### src/rtl/eld_pkg.sv
`default_nettype none
package eld_pkg;

  localparam int NUM_FLOORS = 16;
  localparam int FLOOR_W = 5;
  localparam int TICK_W = 16;

  localparam logic [TICK_W-1:0] DOOR_TICKS_RESET = 16'd3000;
  localparam logic [TICK_W-1:0] ELAPSED_MAX = 16'hFFFF;

  localparam logic [2:0] FUNC_TICK = 3'd0;
  localparam logic [2:0] FUNC_CABIN = 3'd1;
  localparam logic [2:0] FUNC_HALL_UP = 3'd2;
  localparam logic [2:0] FUNC_HALL_DOWN = 3'd3;
  localparam logic [2:0] FUNC_OPEN = 3'd4;
  localparam logic [2:0] FUNC_CLOSE = 3'd5;

  // mode codes double as direction codes for last_dir
  localparam logic [1:0] MODE_IDLE = 2'd0;
  localparam logic [1:0] MODE_UP = 2'd1;
  localparam logic [1:0] MODE_DOWN = 2'd2;
  localparam logic [1:0] MODE_DOOR = 2'd3;

  localparam logic [1:0] MOTOR_NONE = 2'd0;
  localparam logic [1:0] MOTOR_STOP = 2'd1;
  localparam logic [1:0] MOTOR_UP = 2'd2;
  localparam logic [1:0] MOTOR_DOWN = 2'd3;

  localparam logic [1:0] DOOR_NONE = 2'd0;
  localparam logic [1:0] DOOR_OPEN = 2'd1;
  localparam logic [1:0] DOOR_CLOSE = 2'd2;

  typedef logic [FLOOR_W-1:0] floor_t;
  typedef logic [NUM_FLOORS-1:0] floor_map_t;

  typedef struct packed {
    floor_map_t up_calls;
    floor_map_t down_calls;
    floor_t floor_reg;
    floor_t target_reg;
    logic [1:0] mode_reg;
    logic [1:0] last_dir;
    logic [TICK_W-1:0] door_elapsed;
  } ctl_state_t;

  typedef struct packed {
    logic go;
    logic [1:0] motor;
    floor_t target;
    logic [1:0] mode;
    logic [1:0] last_dir;
  } dispatch_t;

  typedef struct packed {
    logic [1:0] mode_now;
    floor_t target_now;
    floor_t floor_now;
    logic [1:0] door_cmd;
    logic [1:0] motor_cmd;
  } result_t;

  function automatic logic floor_ok(floor_t f);
    return (f != '0) && (int'(f) <= NUM_FLOORS);
  endfunction

  function automatic floor_map_t floor_bit(floor_t f);
    floor_map_t m;
    for (int i = 0; i < NUM_FLOORS; i++) begin
      m[i] = ((i + 1) == int'(f));
    end
    return m;
  endfunction

  function automatic floor_map_t above_mask(floor_t f);
    floor_map_t m;
    for (int i = 0; i < NUM_FLOORS; i++) begin
      m[i] = ((i + 1) > int'(f));
    end
    return m;
  endfunction

  function automatic floor_map_t below_mask(floor_t f);
    floor_map_t m;
    for (int i = 0; i < NUM_FLOORS; i++) begin
      m[i] = ((i + 1) < int'(f));
    end
    return m;
  endfunction

  // lowest floor with a call, 0 when none
  function automatic floor_t lowest_floor(floor_map_t m);
    floor_t r;
    r = '0;
    for (int i = NUM_FLOORS - 1; i >= 0; i--) begin
      if (m[i]) r = FLOOR_W'(i + 1);
    end
    return r;
  endfunction

  // highest floor with a call, 0 when none
  function automatic floor_t highest_floor(floor_map_t m);
    floor_t r;
    r = '0;
    for (int i = 0; i < NUM_FLOORS; i++) begin
      if (m[i]) r = FLOOR_W'(i + 1);
    end
    return r;
  endfunction

endpackage
`default_nettype wire

### src/rtl/eld_dispatch.sv
`default_nettype none
module eld_dispatch (
  input  wire eld_pkg::floor_map_t up_calls,
  input  wire eld_pkg::floor_map_t down_calls,
  input  wire eld_pkg::floor_t     floor_reg,
  input  wire [1:0]                last_dir,
  output eld_pkg::dispatch_t       pick
);

  eld_pkg::floor_t la_up;
  eld_pkg::floor_t hi_down;
  eld_pkg::floor_t hb_down;
  eld_pkg::floor_t lo_up;
  eld_pkg::floor_t up_t;
  eld_pkg::floor_t dn_t;
  logic up_ok;
  logic dn_ok;
  logic any_call;

  // upward sweep: nearest up call above, else highest down call above
  assign la_up = eld_pkg::lowest_floor(up_calls & eld_pkg::above_mask(floor_reg));
  assign hi_down = eld_pkg::highest_floor(down_calls);
  assign up_t = (la_up != '0) ? la_up : ((hi_down > floor_reg) ? hi_down : '0);
  assign up_ok = (up_t != '0);

  // downward sweep: nearest down call below, else lowest up call below
  assign hb_down = eld_pkg::highest_floor(down_calls & eld_pkg::below_mask(floor_reg));
  assign lo_up = eld_pkg::lowest_floor(up_calls);
  assign dn_t = (hb_down != '0) ? hb_down :
                (((lo_up != '0) && (lo_up < floor_reg)) ? lo_up : '0);
  assign dn_ok = (dn_t != '0);

  assign any_call = |(up_calls | down_calls);

  always_comb begin
    pick.go = 1'b0;
    pick.motor = eld_pkg::MOTOR_NONE;
    pick.target = floor_reg;
    pick.mode = eld_pkg::MODE_IDLE;
    pick.last_dir = eld_pkg::MODE_IDLE;
    if (any_call) begin
      if ((last_dir != eld_pkg::MODE_DOWN) && up_ok) begin
        pick.go = 1'b1;
        pick.motor = eld_pkg::MOTOR_UP;
        pick.target = up_t;
        pick.mode = eld_pkg::MODE_UP;
        pick.last_dir = last_dir;
      end else if (dn_ok) begin
        pick.go = 1'b1;
        pick.motor = eld_pkg::MOTOR_DOWN;
        pick.target = dn_t;
        pick.mode = eld_pkg::MODE_DOWN;
        pick.last_dir = eld_pkg::MODE_DOWN;
      end else if (up_ok) begin
        // re-scan upward after turning down found nothing
        pick.go = 1'b1;
        pick.motor = eld_pkg::MOTOR_UP;
        pick.target = up_t;
        pick.mode = eld_pkg::MODE_UP;
        pick.last_dir = eld_pkg::MODE_UP;
      end
    end
  end

endmodule
`default_nettype wire

### src/rtl/eld_step.sv
`default_nettype none
module eld_step (
  input  wire eld_pkg::ctl_state_t cur,
  input  wire [15:0]               door_open_ticks,
  input  wire [2:0]                func,
  input  wire eld_pkg::floor_t     request_floor,
  input  wire                      floor_reached,
  input  wire eld_pkg::floor_t     sensed_floor,
  output eld_pkg::ctl_state_t      nxt,
  output eld_pkg::result_t         res
);

  eld_pkg::floor_map_t cur_bit;
  eld_pkg::floor_map_t req_bit;
  eld_pkg::floor_map_t sns_bit;
  eld_pkg::floor_map_t up_clr;
  eld_pkg::floor_map_t down_clr;
  eld_pkg::dispatch_t pick;
  logic [1:0] dir_in;
  logic [15:0] elapsed_inc;
  logic req_ok;
  logic sns_ok;
  logic at_target;
  logic same_hit;

  assign cur_bit = eld_pkg::floor_bit(cur.floor_reg);
  assign req_bit = eld_pkg::floor_bit(request_floor);
  assign sns_bit = eld_pkg::floor_bit(sensed_floor);
  assign req_ok = eld_pkg::floor_ok(request_floor);
  assign sns_ok = eld_pkg::floor_ok(sensed_floor);
  assign up_clr = cur.up_calls & ~cur_bit;
  assign down_clr = cur.down_calls & ~cur_bit;
  assign elapsed_inc = (cur.door_elapsed != eld_pkg::ELAPSED_MAX) ?
                       cur.door_elapsed + 16'd1 : cur.door_elapsed;
  assign at_target = (sensed_floor == cur.target_reg);
  assign same_hit = (cur.mode_reg == eld_pkg::MODE_UP) ? |(cur.up_calls & sns_bit) :
                                                        |(cur.down_calls & sns_bit);

  // from rest the search starts with no direction; in the idle case there is
  // no call at the current floor, so the cleared maps equal the stored ones
  assign dir_in = (cur.mode_reg == eld_pkg::MODE_IDLE) ? eld_pkg::MODE_IDLE : cur.last_dir;

  eld_dispatch u_dispatch (
    .up_calls   (up_clr),
    .down_calls (down_clr),
    .floor_reg  (cur.floor_reg),
    .last_dir   (dir_in),
    .pick       (pick)
  );

  always_comb begin
    nxt = cur;
    res.motor_cmd = eld_pkg::MOTOR_NONE;
    res.door_cmd = eld_pkg::DOOR_NONE;
    unique case (func)
      eld_pkg::FUNC_TICK: begin
        unique case (cur.mode_reg)
          eld_pkg::MODE_IDLE: begin
            if (|(cur.up_calls | cur.down_calls)) begin
              if (|((cur.up_calls | cur.down_calls) & cur_bit)) begin
                nxt.up_calls = up_clr;
                nxt.down_calls = down_clr;
                nxt.door_elapsed = '0;
                nxt.mode_reg = eld_pkg::MODE_DOOR;
                res.door_cmd = eld_pkg::DOOR_OPEN;
              end else begin
                nxt.mode_reg = pick.mode;
                nxt.last_dir = pick.last_dir;
                if (pick.go) nxt.target_reg = pick.target;
                res.motor_cmd = pick.motor;
              end
            end
          end
          eld_pkg::MODE_UP, eld_pkg::MODE_DOWN: begin
            if (floor_reached && sns_ok) begin
              nxt.floor_reg = sensed_floor;
              if (same_hit || at_target) begin
                if (cur.mode_reg == eld_pkg::MODE_UP) begin
                  nxt.up_calls = cur.up_calls & ~sns_bit;
                  if (at_target) nxt.down_calls = cur.down_calls & ~sns_bit;
                end else begin
                  nxt.down_calls = cur.down_calls & ~sns_bit;
                  if (at_target) nxt.up_calls = cur.up_calls & ~sns_bit;
                end
                nxt.door_elapsed = '0;
                nxt.last_dir = cur.mode_reg;
                nxt.mode_reg = eld_pkg::MODE_DOOR;
                res.motor_cmd = eld_pkg::MOTOR_STOP;
                res.door_cmd = eld_pkg::DOOR_OPEN;
              end
            end
          end
          default: begin
            nxt.door_elapsed = elapsed_inc;
            if (elapsed_inc >= door_open_ticks) begin
              nxt.up_calls = up_clr;
              nxt.down_calls = down_clr;
              nxt.mode_reg = pick.mode;
              nxt.last_dir = pick.last_dir;
              if (pick.go) nxt.target_reg = pick.target;
              res.motor_cmd = pick.motor;
              res.door_cmd = eld_pkg::DOOR_CLOSE;
            end
          end
        endcase
      end
      eld_pkg::FUNC_CABIN: begin
        if (req_ok) begin
          if (request_floor < cur.floor_reg) nxt.down_calls = cur.down_calls | req_bit;
          else nxt.up_calls = cur.up_calls | req_bit;
        end
      end
      eld_pkg::FUNC_HALL_UP: begin
        if (req_ok) nxt.up_calls = cur.up_calls | req_bit;
      end
      eld_pkg::FUNC_HALL_DOWN: begin
        if (req_ok) nxt.down_calls = cur.down_calls | req_bit;
      end
      eld_pkg::FUNC_OPEN: begin
        if (cur.mode_reg == eld_pkg::MODE_DOOR) nxt.door_elapsed = '0;
      end
      eld_pkg::FUNC_CLOSE: begin
        if (cur.mode_reg == eld_pkg::MODE_DOOR) nxt.door_elapsed = door_open_ticks;
      end
      default: begin
      end
    endcase
    res.floor_now = nxt.floor_reg;
    res.target_now = nxt.target_reg;
    res.mode_now = nxt.mode_reg;
  end

endmodule
`default_nettype wire

### src/rtl/elevator_look_dispatcher.sv
// Elevator controller with a LOOK sweep over up-call and down-call bitmaps.
// Input channel (s_axis): one event item per handshake; tuser carries the
// event kind (tick, cabin request, hall up, hall down, open, close), tdata the
// request floor and, on ticks, the floor sensor reading.
// Output channel (m_axis): exactly one result item per input item, in order:
// motor command, door command, current floor, target floor and mode.
// Configuration: cfg_we writes cfg_wdata into the door-open tick count; write
// it only while no item is in flight.
// Path: an accepted item waits in the input register and moves into the result
// register once that register is empty or its item is being taken; from there it
// is offered on m_axis.
// Throughput: one item per cycle while m_axis_tready stays high; call searches are
// combinational priority encoders between the input register and the result register.
// Reset: calls cleared, car idle at floor 1 with target 1, door count zero,
// door-open tick count 3000, both channels empty.
// Stall: while m_axis_tready is low the result is held; one more item still
// enters the input register, then s_axis_tready drops until the result drains.
`default_nettype none
module elevator_look_dispatcher (
  input  wire        clk,
  input  wire        rst,
  input  wire        s_axis_tvalid,
  output logic       s_axis_tready,
  input  wire [15:0] s_axis_tdata,  // request_floor[4:0], floor_reached[5], sensed_floor[10:6]
  input  wire [2:0]  s_axis_tuser,  // func[2:0]
  output logic       m_axis_tvalid,
  input  wire        m_axis_tready,
  output logic [15:0] m_axis_tdata, // motor_cmd[1:0], door_cmd[3:2], floor_now[8:4],
                                    // target_now[13:9], mode_now[15:14]
  input  wire        cfg_we,
  input  wire [15:0] cfg_wdata
);

  logic in_valid;
  logic [2:0] in_func;
  logic [10:0] in_data;
  logic advance;
  logic [15:0] door_open_ticks;
  eld_pkg::ctl_state_t state;
  eld_pkg::ctl_state_t state_next;
  eld_pkg::result_t res;
  eld_pkg::result_t out_res;

  assign advance = in_valid && (!m_axis_tvalid || m_axis_tready);
  assign s_axis_tready = !in_valid || advance;

  always_ff @(posedge clk) begin
    if (rst) begin
      in_valid <= 1'b0;
    end else if (s_axis_tvalid && s_axis_tready) begin
      in_valid <= 1'b1;
    end else if (advance) begin
      in_valid <= 1'b0;
    end
  end

  always_ff @(posedge clk) begin
    if (s_axis_tvalid && s_axis_tready) begin
      in_func <= s_axis_tuser;
      in_data <= s_axis_tdata[10:0];
    end
  end

  always_ff @(posedge clk) begin
    if (rst) begin
      door_open_ticks <= eld_pkg::DOOR_TICKS_RESET;
    end else if (cfg_we) begin
      door_open_ticks <= cfg_wdata;
    end
  end

  eld_step u_step (
    .cur             (state),
    .door_open_ticks (door_open_ticks),
    .func            (in_func),
    .request_floor   (in_data[4:0]),
    .floor_reached   (in_data[5]),
    .sensed_floor    (in_data[10:6]),
    .nxt             (state_next),
    .res             (res)
  );

  always_ff @(posedge clk) begin
    if (rst) begin
      state.up_calls <= '0;
      state.down_calls <= '0;
      state.floor_reg <= eld_pkg::FLOOR_W'(1);
      state.target_reg <= eld_pkg::FLOOR_W'(1);
      state.mode_reg <= eld_pkg::MODE_IDLE;
      state.last_dir <= eld_pkg::MODE_IDLE;
      state.door_elapsed <= '0;
    end else if (advance) begin
      state <= state_next;
    end
  end

  always_ff @(posedge clk) begin
    if (rst) begin
      m_axis_tvalid <= 1'b0;
    end else if (advance) begin
      m_axis_tvalid <= 1'b1;
    end else if (m_axis_tready) begin
      m_axis_tvalid <= 1'b0;
    end
  end

  always_ff @(posedge clk) begin
    if (advance) begin
      out_res <= res;
    end
  end

  assign m_axis_tdata = out_res;

`ifndef SYNTH
  a_floor_range: assert property (@(posedge clk) disable iff (rst)
    (state.floor_reg != '0) && (int'(state.floor_reg) <= eld_pkg::NUM_FLOORS))
    else $error("current floor out of range");

  a_dir_code: assert property (@(posedge clk) disable iff (rst)
    state.last_dir != eld_pkg::MODE_DOOR)
    else $error("last direction holds the door code");

  a_stop_opens: assert property (@(posedge clk) disable iff (rst)
    (m_axis_tvalid && (out_res.motor_cmd == eld_pkg::MOTOR_STOP)) |->
      ((out_res.door_cmd == eld_pkg::DOOR_OPEN) && (out_res.mode_now == eld_pkg::MODE_DOOR)))
    else $error("stop without door opening");

  a_backpressure: assert property (@(posedge clk) disable iff (rst)
    !s_axis_tready |-> (in_valid && m_axis_tvalid && !m_axis_tready))
    else $error("input stalled without a full pipeline");

  a_state_moves: assert property (@(posedge clk) disable iff (rst)
    !$past(advance) && !$past(rst) |-> $stable(state))
    else $error("state changed without an item");
`endif

endmodule
`default_nettype wire

### config.mk
export PLATFORM = sky130hd
export DESIGN_NAME = elevator_look_dispatcher
export DESIGN_NICKNAME = d
export VERILOG_FILES = /design/src/rtl/eld_pkg.sv /design/src/rtl/eld_dispatch.sv /design/src/rtl/eld_step.sv /design/src/rtl/elevator_look_dispatcher.sv
export SDC_FILE = /design/constraint.sdc
export NUM_CORES = 1
export LEC_CHECK = 0
export BUFFER_PORTS_ARGS = -buffer_cell sky130_fd_sc_hd__buf_2
export CORE_MARGIN = 2
export CORE_UTILIZATION = 55
export CTS_BUF_LIST = sky130_fd_sc_hd__clkbuf_16
export DETAILED_ROUTE_END_ITERATION = 10
export GPL_TIMING_DRIVEN = 0
export HOLD_SLACK_MARGIN = 0.1
export PLACE_DENSITY = 0.85
export SLEW_MARGIN = 20
export SYNTH_ARGS = -nofsm -noshare
export SYNTH_HDL_FRONTEND = slang
export SYNTH_SLANG_ARGS = --single-unit
### constraint.sdc
create_clock -name clk -period 4.1 [get_ports clk]
set_input_delay 0.82 -clock clk [delete_from_list [all_inputs] [get_ports clk]]
set_output_delay 0.82 -clock clk [all_outputs]
set_load 0.02 [all_outputs]
==> results.py <==
metrics = {
    "route": {
        "vias": 10880,
        "ant_nets": 0,
        "avgRoutedWirePerCell_um": 25.72,
        "routed_wl_um": 38730,
        "drt_iter0_markers": 1579,
        "firstDrtPassIters": 6,
        "drc": 0,
        "viasPerCell": 7.222,
    },
    "place": {
        "post-place-ws_ns": -1.270,
        "place.port_buffers": 50,
        "place.gp.congestion": 1.052,
        "post-dp-hpwl_um": 25810,
    },
    "yosys": {
        "syn_avg_cell_area_um2": 7.641,
        "synth-edff-count": 30,
        "synth_area_um2": 8802,
        "synth-seq-cells": 110,
        "yosys-mux-area-fraction_pct": 3.156,
        "ys_types": 87,
        "yosysSeqAreaShare_pct": 28.43,
        "synth_flop_cell": "dfxtp_1",
        "postSynth.asyncResetShare_pct": 0,
        "synthSimpleGateAreaFrac_pct": 24.41,
        "synth_top_area_share_pct": 18.19,
        "synth_top_family_by_area": "compound AO/OA/AOI/OAI gates",
        "synthCells": 1152,
        "ys_warn_count": 0,
        "yosys-top-cells-area": "dfxtp_1 (18%), edfxtp_1 (10%), ha_1 (5.0%)",
        "synthAdderAreaFrac_pct": 4.975,
        "synth_xor_area_share_pct": 1.692,
        "synth_compound_area_share_pct": 31.33,
        "syn_nets": 1227,
        "yosys.area.top_type": "dfxtp_1",
    },
    "grt": {
        "grt_pass1_vias": 10040,
        "gr-usage-all-layers_pct": 42.67,
        "overflow": 0,
        "grt_pass1_wl_um": 55380,
        "grt_max_degree": 22,
        "antenna_found_initial": 2,
    },
    "cts": {
        "cts_htree_levels": 3,
        "ctsHoldBuffers": 0,
        "cts_made_buffers": 9,
        "cts_root_buffer": "clkbuf_16",
        "clkTransAtPathRegs_ns": 0.09,
        "cts_tree": "built",
        "cts_num_sinks": 110,
        "clk_latency_ns": 0.38,
        "clk_path_buf_depth": 2,
    },
    "min_path": {
        "hold_class": "flop to flop",
    },
    "worst_setup_path": {
        "crit_type": "flop to flop",
        "cp.arrival_ns": 4.60,
        "worst_path_largest_cell_delay_ns": 0.36,
        "crit_fanout": 5,
        "path_cells": "and4_4, nand4_1, nor2_2, nand3_2, nor3_4, buf_6, nor2_4, buf_4, nand3_1, xnor2_1, ha_1, a22o_1, o21ai_2, nand2b_1, a21oi_2, o2111ai_2, a21oi_4, buf_6, nor3_4, buf_6, a31oi_1, a211oi_1",
        "crit_required_ns": 4.35,
        "worstSetupStartpointType": "flop",
        "cp_common_cell": "buf_6",
        "crit_slowest_cell": "dfxtp_2",
        "cp-end-kind": "flop",
    },
    "layout": {
        "drive_above_1_share_pct": 27.25,
        "syn_to_final_growth_pct": 28.36,
        "layout.nets": 1358,
    },
    "timing": {
        "finalClockSkew_ns": 0.02040,
        "rsz0062_at_grt": "yes",
        "final_hold_viol_count": 0,
        "tns_ns": -2.374,
        "period_share_pct": 106.1,
        "worstMarginPinSlew_ns": 1.017,
        "max_freq_mhz": 229.9,
        "setup_violations": 37,
        "fin_hold_ws_ns": 0.5151,
        "slew_violations": 0,
        "min_period_ns": 4.350,
        "fin_ws_ns": -0.2503,
        "slew-limit-headroom_pct": 32.03,
    },
    "outcome": {
        "failed_checks": "setup timing",
        "outcome": "complete, but fails checks",
    },
    "floorplan": {
        "core_um2": 15770,
        "rows": 46,
        "start_util_pct": 55.82,
        "dieHeight_um": 130.5,
        "io_pins": 58,
        "die_area_um2": 17030,
        "dieWidth_um": 130.5,
    },
    "pwr": {
        "p_total_w": 0.003277,
        "p_leak_nw": 4.255,
        "ir_drop_mv": 0.3014,
        "powerDensity_nw_per_um2": 290.0,
    },
    "job": {
        "cap_violations": 0,
    },
}
-- area by class of cell --
type,count,area [um^2]
clock inverter,7,55.05
timing repair buffer,123,854.6
fill,1212,4472
tap,216,270.3
buffer,77,478.0
inverter,49,187.7
antenna,2,5.005
clock buffer,9,225.2
multi-input combinational,913,6700
sequential,110,2522
-- critical path, delay by kind of cell, from the launching register on --
kind	cells	cell delay, ns
adders and majority gates	1	0.29
DFF	1	0.36
and+or+nand+nor	9	1.51
buffers and inverters	4	0.64
AOI/OAI and AO/OA	7	1.21
xor gates and xnor gates	1	0.22
-- power breakdown --
group	total (W)	internal [W]	switching, W	leakage [nW]
combinational	0.00119	0.000474	0.000713	3.17
sequential	0.00121	0.00116	0.0000514	0.944
clock	0.000883	0.000422	0.000460	0.139
total	0.00328	0.00205	0.00122	4.26
-- layout by cell type, fill, tap and decap left out, types with 12 or more instances in the layout --
cell type    n
a22oi_1     20
ha_1        34
nand4_1     16
mux2i_1     21
and2_1      12
a21oi_1     59
nand3_1     32
o21ai_0     53
nor2_1     108
a31oi_1     14
buf_2       58
o21ai_2     14
nand2b_1    18
nor3_1      25
a21o_1      15
buf_4       67
edfxtp_1    30
inv_1       48
buf_6       16
clkbuf_1    42
a211oi_1    36
dfxtp_1     72
nand2_1     89
o22ai_1     13
nor2b_1     15
o211ai_1    20
-- cells in the mapped netlist, types with 18 or more instances --
cell and instances:
nand2_1 98, nor2_1 115, o21ai_0 76, ha_1 35, dfxtp_1 80, o211ai_1 20, clkbuf_1 56, inv_1 49
a22oi_1 20, mux2i_1 21, nor3_1 33, a21oi_1 70, edfxtp_1 30, nand2b_1 20, a211oi_1 43, nor2b_1 18
nand3_1 38, a31oi_1 19
-- final timing paths --
check,from,end,slack (ns),cells past startpoint
worst max-delay path,state[6],state[40],-0.25,22
worst min-delay path,door_open_ticks[9],door_open_ticks[9],0.52,2
worst max register to register,state[6],state[40],-0.25,22
worst min register to register,door_open_ticks[9],door_open_ticks[9],0.52,2
-- cell families (layout without fill, tap and decap cells) --
kind of cell,Yosys count,in the layout
flip-flops,110,110
XOR/XNOR,17,17
multiplexers,26,26
buffers and inverters,130,265
AND/OR/NAND/NOR,428,429
adder cells (fa/ha/maj),35,35
other,0,2
AO/OA/AOI/OAI,406,406
-- per-layer routing --
metal	wire (um)	up-vias	global-route usage [%]
li1	-	4604	-
met1	14020	5058	54.61
met4	2945	0	25.91
met5	0	-	0
met2	16830	944	66.51
met3	4930	271	8.673
-- registers in the layout (all words and copies together) (netlist names) --
| name | flops |
|---|---|
| in_valid | 1 |
| m_axis_tdata | 16 |
| state | 62 |
| in_data | 11 |
| door_open_ticks | 16 |
| m_axis_tvalid | 1 |
| in_func | 3 |
-- through the flow --
stage | std cells | util [%] | area, um^2
after floorplan | 1152 | - | 8807
after global placement | 1418 | 59.15 | 9328
after CTS | 1466 | 66.46 | 10480
final | 1506 | 71.64 | 11300
after global routing | 1505 | 71.63 | 11300
after detailed placement | 1418 | 59.15 | 9328
-- timing repair --
action                     4_1_cts  5_1_grt
cloned                           2        2
gates resized for setup        160      132
pin swaps                       33       72
setup endpoints to repair       51       64
hold endpoints to repair         0        0
setup buffers                   35       37
Power figures use the tool's default switching activity.
